## config.mk

```make
export PLATFORM = sky130hd
export DESIGN_NAME = cceul_cfg
export DESIGN_NICKNAME = d
export VERILOG_FILES = /design/src/rtl/cceul_pkg.sv /design/src/rtl/cceul_cfg.sv
export SDC_FILE = /design/constraint.sdc
export NUM_CORES = 1
export LEC_CHECK = 0
export ABC_AREA = 1
export BUFFER_PORTS_ARGS = -buffer_cell sky130_fd_sc_hd__buf_2
export CAP_MARGIN = 20
export CORE_MARGIN = 2
export CORE_UTILIZATION = 40
export DETAILED_ROUTE_END_ITERATION = 8
export GPL_ROUTABILITY_DRIVEN = 0
export PLACE_DENSITY = 0.76
export SYNTH_ARGS = -nofsm -noshare
export SYNTH_HDL_FRONTEND = slang
export SYNTH_SLANG_ARGS = --single-unit
```

## constraint.sdc

```tcl
create_clock -name i_clk -period 1.35 [get_ports i_clk]
set_clock_uncertainty 0.1 [all_clocks]
set_input_delay 0.135 -clock i_clk [delete_from_list [all_inputs] [get_ports i_clk]]
set_output_delay 0.135 -clock i_clk [all_outputs]
set_load 0.02 [all_outputs]
```

## src/rtl/cceul_pkg.sv

```systemverilog
package cceul_pkg;

    localparam int SINE_TABLE_DEPTH = 1024;
    localparam int SINE_WIDTH       = 16;

    localparam int FULL_TURN      = 11520;
    localparam int QUARTER_TURN   = 2880;
    localparam int SENTINEL_LIMIT = -5760;

    localparam int ANG_W  = 16;
    localparam int FOLD_W = 14;
    localparam int R_W    = 12;
    localparam int NUM_W  = $clog2(QUARTER_TURN * SINE_TABLE_DEPTH + QUARTER_TURN / 2 + 1);
    localparam int IDX_W  = $clog2(SINE_TABLE_DEPTH + 1);
    localparam int PROD_W = NUM_W + 27;

    localparam int RECIP_SHIFT = 38;
    localparam longint unsigned RECIP =
        ((64'd1 << RECIP_SHIFT) + QUARTER_TURN - 1) / QUARTER_TURN;

    localparam int SV_W   = SINE_WIDTH + 1;
    localparam int OFF_W  = 19;
    localparam int ROT1_W = 21;
    localparam int ROT2_W = 22;
    localparam int ROT3_W = 23;
    localparam int ROUND_BIAS = 1 << (SINE_WIDTH - 2);

    localparam int POS_W  = 32;
    localparam int OANG_W = 16;
    localparam int ZOOM_W = 16;

    localparam int PIPE_DEPTH = 12;
    localparam int PAY_DEPTH  = 11;

    localparam int IN_DATA_W  = 144;
    localparam int OUT_DATA_W = 160;

    localparam int PADDR_W = 5;
    localparam logic [2:0] REG_OFFSET_BACK    = 3'd0;
    localparam logic [2:0] REG_OFFSET_RIGHT   = 3'd1;
    localparam logic [2:0] REG_OFFSET_UP      = 3'd2;
    localparam logic [2:0] REG_ROLL_OFFSET    = 3'd3;
    localparam logic [2:0] REG_PITCH_OFFSET   = 3'd4;
    localparam logic [2:0] REG_HEADING_OFFSET = 3'd5;
    localparam logic [2:0] REG_ZOOM_FACTOR    = 3'd6;
    localparam logic [15:0] ZOOM_RESET = 16'd256;

    typedef struct packed {
        logic signed [OFF_W-1:0]  offset_back;
        logic signed [OFF_W-1:0]  offset_right;
        logic signed [OFF_W-1:0]  offset_up;
        logic signed [OANG_W-1:0] roll_offset;
        logic signed [OANG_W-1:0] pitch_offset;
        logic signed [OANG_W-1:0] heading_offset;
        logic [ZOOM_W-1:0]        zoom_factor;
    } t_cfg;

    typedef struct packed {
        logic signed [SV_W-1:0] c1;
        logic signed [SV_W-1:0] s1;
        logic signed [SV_W-1:0] c2;
        logic signed [SV_W-1:0] s2;
        logic signed [SV_W-1:0] c3;
        logic signed [SV_W-1:0] s3;
    } t_trig;

    typedef struct packed {
        logic signed [POS_W-1:0] px;
        logic signed [POS_W-1:0] py;
        logic signed [POS_W-1:0] pz;
        logic [OANG_W-1:0]       roll;
        logic [OANG_W-1:0]       pitch;
        logic [OANG_W-1:0]       heading;
    } t_pay;

    typedef logic [SINE_TABLE_DEPTH:0][SINE_WIDTH-1:0] t_sine_tab;

    localparam int unsigned TAYLOR_DIV [8] = '{6, 20, 42, 72, 110, 156, 210, 272};

    function automatic t_sine_tab f_build();
        t_sine_tab      tab;
        logic [63:0]    x;
        logic [63:0]    x2;
        logic [63:0]    term;
        logic [63:0]    v;
        logic [63:0]    one;
        longint         sum;
        one = 64'd1 << (SINE_WIDTH - 1);
        for (int i = 0; i <= SINE_TABLE_DEPTH; i++) begin
            x    = (64'd1686629713 * 64'(i)) / SINE_TABLE_DEPTH;
            x2   = (x * x) >> 30;
            term = x;
            sum  = longint'(x);
            for (int k = 1; k <= 8; k++) begin
                term = ((term * x2) >> 30) / 64'(TAYLOR_DIV[k-1]);
                if (k % 2 == 1) begin
                    sum = sum - longint'(term);
                end else begin
                    sum = sum + longint'(term);
                end
            end
            if (sum < 0) begin
                sum = 0;
            end
            v = (64'(sum) * one + (64'd1 << 29)) >> 30;
            if (v > one) begin
                v = one;
            end
            tab[i] = v[SINE_WIDTH-1:0];
        end
        return tab;
    endfunction

    function automatic logic [OANG_W-1:0] f_angle_out(
        input logic signed [16:0]        veh,
        input logic signed [OANG_W-1:0]  off
    );
        logic signed [17:0] s;
        logic [OANG_W-1:0]  res;
        s = 18'(veh) + 18'(off);
        if (off < 16'(SENTINEL_LIMIT)) begin
            res = '0;
        end else if (s > 18'sd32767) begin
            res = 16'h7FFF;
        end else if (s < -18'sd32768) begin
            res = 16'h8000;
        end else begin
            res = s[OANG_W-1:0];
        end
        return res;
    endfunction

endpackage

```

## src/rtl/cceul_cfg.sv

```systemverilog
module cceul_cfg (
    input  logic                         i_clk,
    input  logic                         i_rst_n,
    input  logic                         psel,
    input  logic                         penable,
    input  logic                         pwrite,
    input  logic [cceul_pkg::PADDR_W-1:0] paddr,
    input  logic [31:0]                  pwdata,
    output logic [31:0]                  prdata,
    output logic                         pready,
    output cceul_pkg::t_cfg              o_cfg
);
    import cceul_pkg::*;

    t_cfg       r_cfg;
    logic [2:0] w_idx;
    logic       w_wr;

    assign w_idx  = paddr[4:2];
    assign w_wr   = psel && penable && pwrite;
    assign pready = 1'b1;
    assign o_cfg  = r_cfg;

    always_ff @(posedge i_clk) begin
        if (!i_rst_n) begin
            r_cfg.offset_back    <= '0;
            r_cfg.offset_right   <= '0;
            r_cfg.offset_up      <= '0;
            r_cfg.roll_offset    <= '0;
            r_cfg.pitch_offset   <= '0;
            r_cfg.heading_offset <= '0;
            r_cfg.zoom_factor    <= ZOOM_RESET;
        end else if (w_wr && paddr[1:0] == 2'b00) begin
            case (w_idx)
                REG_OFFSET_BACK:    r_cfg.offset_back    <= pwdata[OFF_W-1:0];
                REG_OFFSET_RIGHT:   r_cfg.offset_right   <= pwdata[OFF_W-1:0];
                REG_OFFSET_UP:      r_cfg.offset_up      <= pwdata[OFF_W-1:0];
                REG_ROLL_OFFSET:    r_cfg.roll_offset    <= pwdata[OANG_W-1:0];
                REG_PITCH_OFFSET:   r_cfg.pitch_offset   <= pwdata[OANG_W-1:0];
                REG_HEADING_OFFSET: r_cfg.heading_offset <= pwdata[OANG_W-1:0];
                REG_ZOOM_FACTOR:    r_cfg.zoom_factor    <= pwdata[ZOOM_W-1:0];
                default: ;
            endcase
        end
    end

    always_comb begin
        prdata = '0;
        if (paddr[1:0] == 2'b00) begin
            case (w_idx)
                REG_OFFSET_BACK:    prdata = 32'(unsigned'(r_cfg.offset_back));
                REG_OFFSET_RIGHT:   prdata = 32'(unsigned'(r_cfg.offset_right));
                REG_OFFSET_UP:      prdata = 32'(unsigned'(r_cfg.offset_up));
                REG_ROLL_OFFSET:    prdata = 32'(unsigned'(r_cfg.roll_offset));
                REG_PITCH_OFFSET:   prdata = 32'(unsigned'(r_cfg.pitch_offset));
                REG_HEADING_OFFSET: prdata = 32'(unsigned'(r_cfg.heading_offset));
                REG_ZOOM_FACTOR:    prdata = 32'(r_cfg.zoom_factor);
                default:            prdata = '0;
            endcase
        end
    end

endmodule

```

=== Word level (Yosys, flattened, before mapping) ===
Index checks and enable logic that the tools add are counted.

* Output and inout bits: 154
* Memory bits (writable): 0
* Bits in read-only memories: 0
* Bits in latches: 0
* Memories: 0
* Flip-flop bits (word level): 121

* Reductions and logical operators: 12
* Div/mod/pow operators: 0
* Muxes and demuxes: 2
* Magnitude comparators: 0
* Bitwise operators: 0
* Multipliers: 0
* Add/sub/neg operators: 0
* Shift-type cells: 0
* Equality and inequality tests: 6

{| class="wikitable"
|+ Operators by type and width
! operator !! count
|-
| one-hot mux 19 bit (7 select lines) || 1
|-
| two-way mux 19 bit || 1
|-
| AND reduction 2 bit || 7
|-
| == test 3 bit (second input constant) || 3
|-
| == test 3 x 2 -> 1 bit (second input constant) || 2
|-
| == test 3 x 1 -> 1 bit (second input constant) || 1
|-
| logical AND 1 bit || 3
|-
| zero test 3 bit || 1
|-
| zero test 2 bit || 1
|}

=== Depth between registers and ports, before layout ===
Gate-level depths: netlist (run 1).

* Depth after elaboration: 4
* Depth in mapped cells: 10

=== Worst setup path before layout (run 1) ===
No wires, ideal clock.

* Kind: input to output
* Start point: input port paddr[4] (netlist name)
* End point: output port prdata[10]
* Buffers on the path: 3
* Data arrival time: 1.330 ns
* Stages on the path: 8
* Slack: -0.215 ns
* Path through: buf_4 inv_2 buf_4 buf_2 nand4_1 nand2_1 nor2_1 a21oi_1

* Word-level cells in the longest chain between the ends: 3
* Elaborated cells between the ends (all ways): 9
* Classes of those cells: eq/ne (6); mux (2); reduce/logical (1)

{| class="wikitable"
|+ RTL lines
! element !! RTL line !! RTL
|-
| from (decl) || cceul_cfg.sv:7 || <nowiki>input logic [cceul_pkg::PADDR_W-1:0] paddr,</nowiki>
|-
| == test 3 bit, or another cell as far along || cceul_cfg.sv:50 || <nowiki>case (w_idx)</nowiki>
|-
| one-hot mux 19 bit (7 select lines) (*) || cceul_cfg.sv:50 ||
|-
| two-way mux 19 bit (*) || cceul_cfg.sv:49 || <nowiki>if (paddr[1:0] == 2'b00) begin</nowiki>
|-
| to (decl) || cceul_cfg.sv:9 || <nowiki>output logic [31:0] prdata,</nowiki>
|}

Mark *: on every way between the ends. The rest lies on a longest branch, timed or not.

=== Final worst setup path (run 1) ===
* Start point: register r_cfg (netlist bit o_cfg[7])
* End point: output port prdata[7]

* Word-level cells in the longest chain between the ends: 2

{| class="wikitable"
|+ RTL lines
! element !! RTL line !! RTL
|-
| from (decl) || cceul_cfg.sv:15 || <nowiki>t_cfg r_cfg;</nowiki>
|-
| one-hot mux 19 bit (7 select lines) || cceul_cfg.sv:50 ||
|-
| two-way mux 19 bit || cceul_cfg.sv:49 ||
|}

No other way between the ends.

==> results of run 1 <==
[what timing repair did]
item	CTS	global route
gates resized for setup	132	50
endpoints found under the setup margin	19	19
hold buffers	19	0
pin swaps	71	49
hold endpoints to repair	73	0
setup buffers	38	9
[area by class of cell]
class	instances	area [um^2]
Inverter	48	192.7
Tap cell	184	230.2
Fill cell	1343	5766
Timing Repair Buffer	296	2198
Clock buffer	24	481.7
Clock inverter	4	45.04
Multi-Input combinational cell	666	3120
Sequential cell	121	2555
[per-stage QoR]
stage / total power [W] / util (%)
6_report: 0.008585 / 60.48
5_1_grt: 0.008825 / 60.48
4_1_cts: 0.008554 / 59.23
3_5_place_dp: 0.004379 / 50.74
3_3_place_gp: 0.004368 / 50.74
2_1_floorplan: 0.004128 / -
[power breakdown]
| part | switching, W | internal (W) | leakage, nW |
|---|---|---|---|
| logic | 0.000504 | 0.000284 | 2.94 |
| clock network | 0.00158 | 0.00262 | 0.262 |
| registers | 0.0000118 | 0.00359 | 1.03 |
| total | 0.00209 | 0.00649 | 4.23 |
[cells by family after synthesis]
| logic type | count (synthesis) |
|---|---|
| AO/OA/AOI/OAI | 89 |
| buffers and inverters | 130 |
| flip-flops | 121 |
| other | 2 |
| AND/OR/NAND/NOR | 563 |
[path summary, 6_finish.rpt]
path,from,endpoint
min,i_rst_n,o_cfg[8]
max reg2reg,o_cfg[4],o_cfg[4]
max,o_cfg[7],prdata[7]
min reg2reg,o_cfg[10],o_cfg[10]
[placed cells by master, fill, tap and decap left out]
| master | instances |
|---|---|
| nand3_4 | 1 |
| a21oi_2 | 16 |
| o21ai_0 | 62 |
| and2_1 | 2 |
| buf_2 | 144 |
| dfxtp_1 | 15 |
| inv_1 | 36 |
| clkbuf_1 | 4 |
| bufinv_16 | 1 |
| buf_6 | 17 |
| clkinv_2 | 3 |
| nand2_1 | 101 |
| inv_4 | 1 |
| conb_1 | 14 |
| nor3_4 | 4 |
| clkinv_1 | 1 |
| nand4_1 | 64 |
| dfxtp_2 | 106 |
| nand2_2 | 16 |
| nor2_1 | 275 |
| inv_2 | 8 |
| buf_12 | 18 |
| nand3_2 | 3 |
| clkbuf_4 | 1 |
| nor2_4 | 4 |
| dlygate4sd3_1 | 19 |
| o21ai_1 | 11 |
| inv_6 | 2 |
| clkbuf_8 | 3 |
| nand3_1 | 81 |
| clkbuf_16 | 17 |
| nor2_2 | 12 |
| buf_4 | 97 |
[worst max-delay path: stages (launching register included)]
cell	delay (ps)
dfxtp_2	330
nand4_1	100
nand2_1	90
nor2_1	50
a21oi_2	190
buf_4	170
[metal layers]
layer / vias up / part of all wire (%) / global-route usage [%]
li1: 3402 / - / -
met3: 44 / 7.8 / 6.073
met1: 3277 / 39 / 32.01
met2: 345 / 51 / 46.02
met4: 0 / 2.2 / 8.920
met5: - / 0 / 0
==> summary.md, run 1 <==
| Metric | Value |
|---|---|
| Routed WL | 21.77 mm |
| LEAKAGE | ~4.2 nW |
| Synth area leader | dfxtp_1 |
| Synth Area in Adders | 0% |
| Synth-to-layout area growth | 47.01% |
| FF-to-FF path depth | 4 |
| First-pass GRT wire length | about 34 mm |
| Die area | about 0.016 mm^2 |
| Status | finished, violations left |
| WP data arrival | about 1400 ps |
| Pre-antenna DRT Iters | 6 |
| CP required | 1120 ps |
| Area share of the largest cell type after synthesis | 40.36% |
| Max reg flops | 121 |
| Slew Viols, Final | 0 |
| Via density | 5.263 |
| Via Count | 7,068 |
| Setup crit end kind | output port |
| Synth area leaders | dfxtp_1, nor2_1, nand2_1 |
| Hold Path Stages | 3 |
| Post-Syn Instances | 905 |
| Largest net degree at the start of global routing | 62 |
| Fin nets | about 1,200 |
| Synth top cells by count | nor2_1, dfxtp_1, nand2_1 |
| CTS buffer count | 17 |
| Root Buffer | clkbuf_16 |
| Io pins | around 200 |
| Final cell count without fillers | 1,343 |
| Final hold viol count | 0 |
| Syn avg cell area | 6.632 um^2 |
| Hold WS | 100.2 ps |
| GRT Util Overall | 26.40% |
| Mapped Area | between 0.006 and 0.007 mm^2 |
| Cell area power density | 973.0 mW/mm^2 |
| Layout cells sized above 1 | 40.90% |
| CTS tree | yes |
| F_max | 0.6271 GHz |
| Initial antenna violation count | 0 |
| DRC viols | 0 |
| EDFF count, synth | 0 |
| Count of unique library cells instantiated by Yosys | 24 |
| Placed Cells incl. Taps | 1,249 |
| Die Ht | ~130 um |
| H-tree Lvls | 4 |
| Reg2Reg Setup Slack | 450 ps |
| Avg WL per Cell | 16.21 um |
| Register area share after synthesis | 40.36% |
| GRT overflow | 0 |
| Ant. Diodes | 0 |
| Ys Warns | 0 |
| Pre-CTS setup slack | -204.1 ps |
| Initial core utilization | 41.14% |
| CP Class | reg -> out |
| Detail Placement HPWL | 15.03 mm |
| Critical Path Fanout Max | 2 |
| Count leader, synth | nor2_1 |
| Clk Latency, worst-skew pair | about 420 ps |
| Max-Cap Viols | 0 |
| Most used DFF post-synth | dfxtp_1 |
| Area of the core | around 0.015 mm^2 |
| Clock buffer depth | 2 |
| Post-Synth Simple-Gate Area | 41.15% |
| Post-synthesis compound-gate area fraction | 7.421% |
| Synth Register Bits | 121 |
| Width of the die | 126.5 um |
| Setup-failing EPs final | 17 |
| Period Utilization, post-route | 118.1% |
| Crit path launch type | flip-flop |
| HP Class | in -> reg |
| Largest family of logic cells by synthesized area | simple AND/OR/NAND/NOR gates |
| Row cnt | between 40 and 50 |
| Worst setup margin | -244.7 ps |
| Finished layout cell area | 0.008823 mm^2 |
| RSZ-0062 raised after global routing | true |
| Mux share of post-synthesis cell area | 0% |
| Setup TNS Final | -3087 ps |
| Post-route ant nets | 0 |
| Final min period | ~1600 ps |
| Buffers on Ports | approximately 170 |
| Failing checks | setup timing |
| Worst IR Drop VDD | 0.8771 mV |
| Vias in the first global route | between 6,000 and 7,000 |
| Fraction of registers with async set/reset | 0% |
| Clock transition at path regs | 50 ps |
| Sink Count | roughly 120 |
| Post-synthesis xor/xnor area fraction | 0% |
| DP Area | 0.007402 mm^2 |
| 1st-iter DRT viols | 770 |
Note: power is estimated with default switching activity, not from simulation.
==> run 2, diff against run 1 <==
--- a/config.mk
+++ b/config.mk
@@ -12,7 +12,7 @@
 export CORE_UTILIZATION = 40
 export DETAILED_ROUTE_END_ITERATION = 8
 export GPL_ROUTABILITY_DRIVEN = 0
-export PLACE_DENSITY = 0.76
+export PLACE_DENSITY = 0.73
 export SYNTH_ARGS = -nofsm -noshare
 export SYNTH_HDL_FRONTEND = slang
 export SYNTH_SLANG_ARGS = --single-unit
==> constraint.sdc (replaced) <==
create_clock -name i_clk -period 1.6 [get_ports i_clk]
set_clock_uncertainty 0.1 [all_clocks]
set_input_delay 0.16 -clock i_clk [delete_from_list [all_inputs] [get_ports i_clk]]
set_output_delay 0.16 -clock i_clk [all_outputs]
set_load 0.02 [all_outputs]
==> run 2 against run 1 <==
The flow still finishes with violations (setup timing). Largest cell class unchanged. Via count down 3.5%. Register-to-register slack better by 320 ps. Utilization down 2.7 points. Critical path depth unchanged. Routed wire length down 2.4%. Die area unchanged. Setup slack better by 220 ps. Worst hold slack better by 100 ps. Final cell count down 3.0%. Flip-flop and latch count unchanged. Combinational power down 20%. Non-clock buffer count down 44.
==> summary.md, run 2 (synthesized netlist as in run 1, its figures left out) <==
| Metric | Value |
|---|---|
| 1st-iter DRT viols | 749 |
| F_max | 0.6168 GHz |
| Final min period | 1621 ps |
| Setup-failing EPs final | 4 |
| Vias in the first global route | roughly 6,300 |
| Finished Core Util | 57.74% |
| Routed WL | 21.25 mm |
| Cell area power density | 891.9 mW/mm^2 |
| RSZ-0062 raised after global routing | true |
| Hold Path Stages | 3 |
| CP required | around 1300 ps |
| Worst path bufs/invs | 1 |
| Period Utilization, post-route | 101.3% |
| CP Class | reg -> out |
| Fill cells | approximately 1,400 |
| Setup crit end kind | output port |
| Final hold viol count | 0 |
| Post-route ant nets | 0 |
| Synth-to-layout area growth | 40.34% |
| Row cnt | 44 |
| Sink Count | 121 |
| Via Count | 6,824 |
| Power, Total | between 0.007 and 0.008 W |
| Crit-path cells | nand4_1, nand2_2, nor2_2, a21oi_2, buf_6 |
| Critical Path Fanout Max | 2 |
| Crit path depth | 5 |
| Initial core utilization | 41.14% |
| FF-to-FF path depth | 3 |
| Worst setup margin | -21.40 ps |
| Status | finished, violations left |
| Layout cells sized above 1 | 36.01% |
| Die area | 0.01600 mm^2 |
| CP max stage cell | dfxtp_2 |
| Largest stage delay, worst path | 320 ps |
| Die Ht | around 130 um |
| Max-Cap Viols | 0 |
| Most common cell after layout, fill and taps aside | nor2_1 |
| DRC viols | 0 |
| LEAKAGE | 3.999 nW |
| First-pass GRT wire length | 32.88 mm |
| Slew Viols, Final | 0 |
| Critical path's top delay family | flip-flops |
| Pre-antenna DRT Iters | 7 |
| Via density | 5.237 |
| Ant. Diodes | 0 |
| Largest net degree at the start of global routing | 122 |
| Io pins | ~200 |
| CTS buffer count | 17 |
| Crit path launch type | flip-flop |
| Max reg flops | 121 |
| Most frequent cells in the layout | nor2_1, buf_2, nand2_1 |
| GRT Util Overall | between 20% and 30% |
| H-tree Lvls | 4 |
| Avg WL per Cell | 16.31 um |
| Detail Placement HPWL | between 10 and 15 mm |
| HP Class | in -> reg |
| Placed Cells incl. Taps | 1,228 |
| Final cell count without fillers | around 1,300 |
| Fin nets | ~1,100 |
| Clock transition at path regs | 50 ps |
| Worst IR Drop VDD | 0.7665 mV |
| Hold WS | 202.3 ps |
| Area of the core | 0.01459 mm^2 |
| Failing checks | setup timing |
| Clock buffer depth | 2 |
| Initial antenna violation count | 0 |
| Root Buffer | clkbuf_16 |
| Setup TNS Final | -50.90 ps |
| WP data arrival | 1360 ps |
| Clk Latency, worst-skew pair | 420 ps |
| GRT overflow | 0 |
| Buffers on Ports | 168 |
| CTS tree | yes |
| Width of the die | 126.5 um |
run 2: final timing paths:
check,endpoint,start,slack (ps)
max,prdata[4],o_cfg[20],-20
min,o_cfg[8],i_rst_n,200
max reg2reg,o_cfg[24],o_cfg[24],770
min reg2reg,o_cfg[2],o_cfg[2],370
run 2: tightest hold or removal path: cells and delay by family:
family	cells	cell delay (ps)
buffers and inverters	2	360
and+or+nand+nor	1	140
run 2: where the power goes:
part           total (W)  switching (W)  internal, W
Clock            0.00385        0.00136      0.00249
Sequential       0.00304     0.00000973      0.00303
Combinational   0.000627       0.000418     0.000209
Total            0.00751        0.00179      0.00573
run 2: area by class of cell:
class / instances / area [um^2] / share of cell area (%)
inverter: 48 / 187.7 / 2.228
timing repair buffer: 252 / 1793 / 21.29
clock buffer: 25 / 505.5 / 6.001
clock inverter: 7 / 88.84 / 1.055
sequential: 121 / 2526 / 29.99
tap: 184 / 230.2 / 2.733
multi-input combinational: 666 / 3092 / 36.71
run 2: through the flow:
step,cell area [um^2],setup WS (ps)
final,8423,-21.40
after global routing,8423,-112.8
after CTS,8134,-25.61
after detailed placement,7169,21.35
after global placement,7169,50.39
after floorplan,6100,26.26
run 2: timing repair:
action                     in CTS  in global routing
pin swaps                      22                 33
setup endpoints to repair      16                 19
cloned                          0                  1
hold endpoints to repair       66                  0
buffers inserted               10                 13
gates resized for setup        63                 77
hold buffers                   19                  0
run 2: routing by layer:
layer  track usage (%)  up-vias  part of all wire (%)
met3             4.682       40                   8.1
li1                  -     3324                     -
met4             11.25        0                   2.8
met5                 0        -                     0
met2             44.20      334                    49
met1             32.65     3126                    40
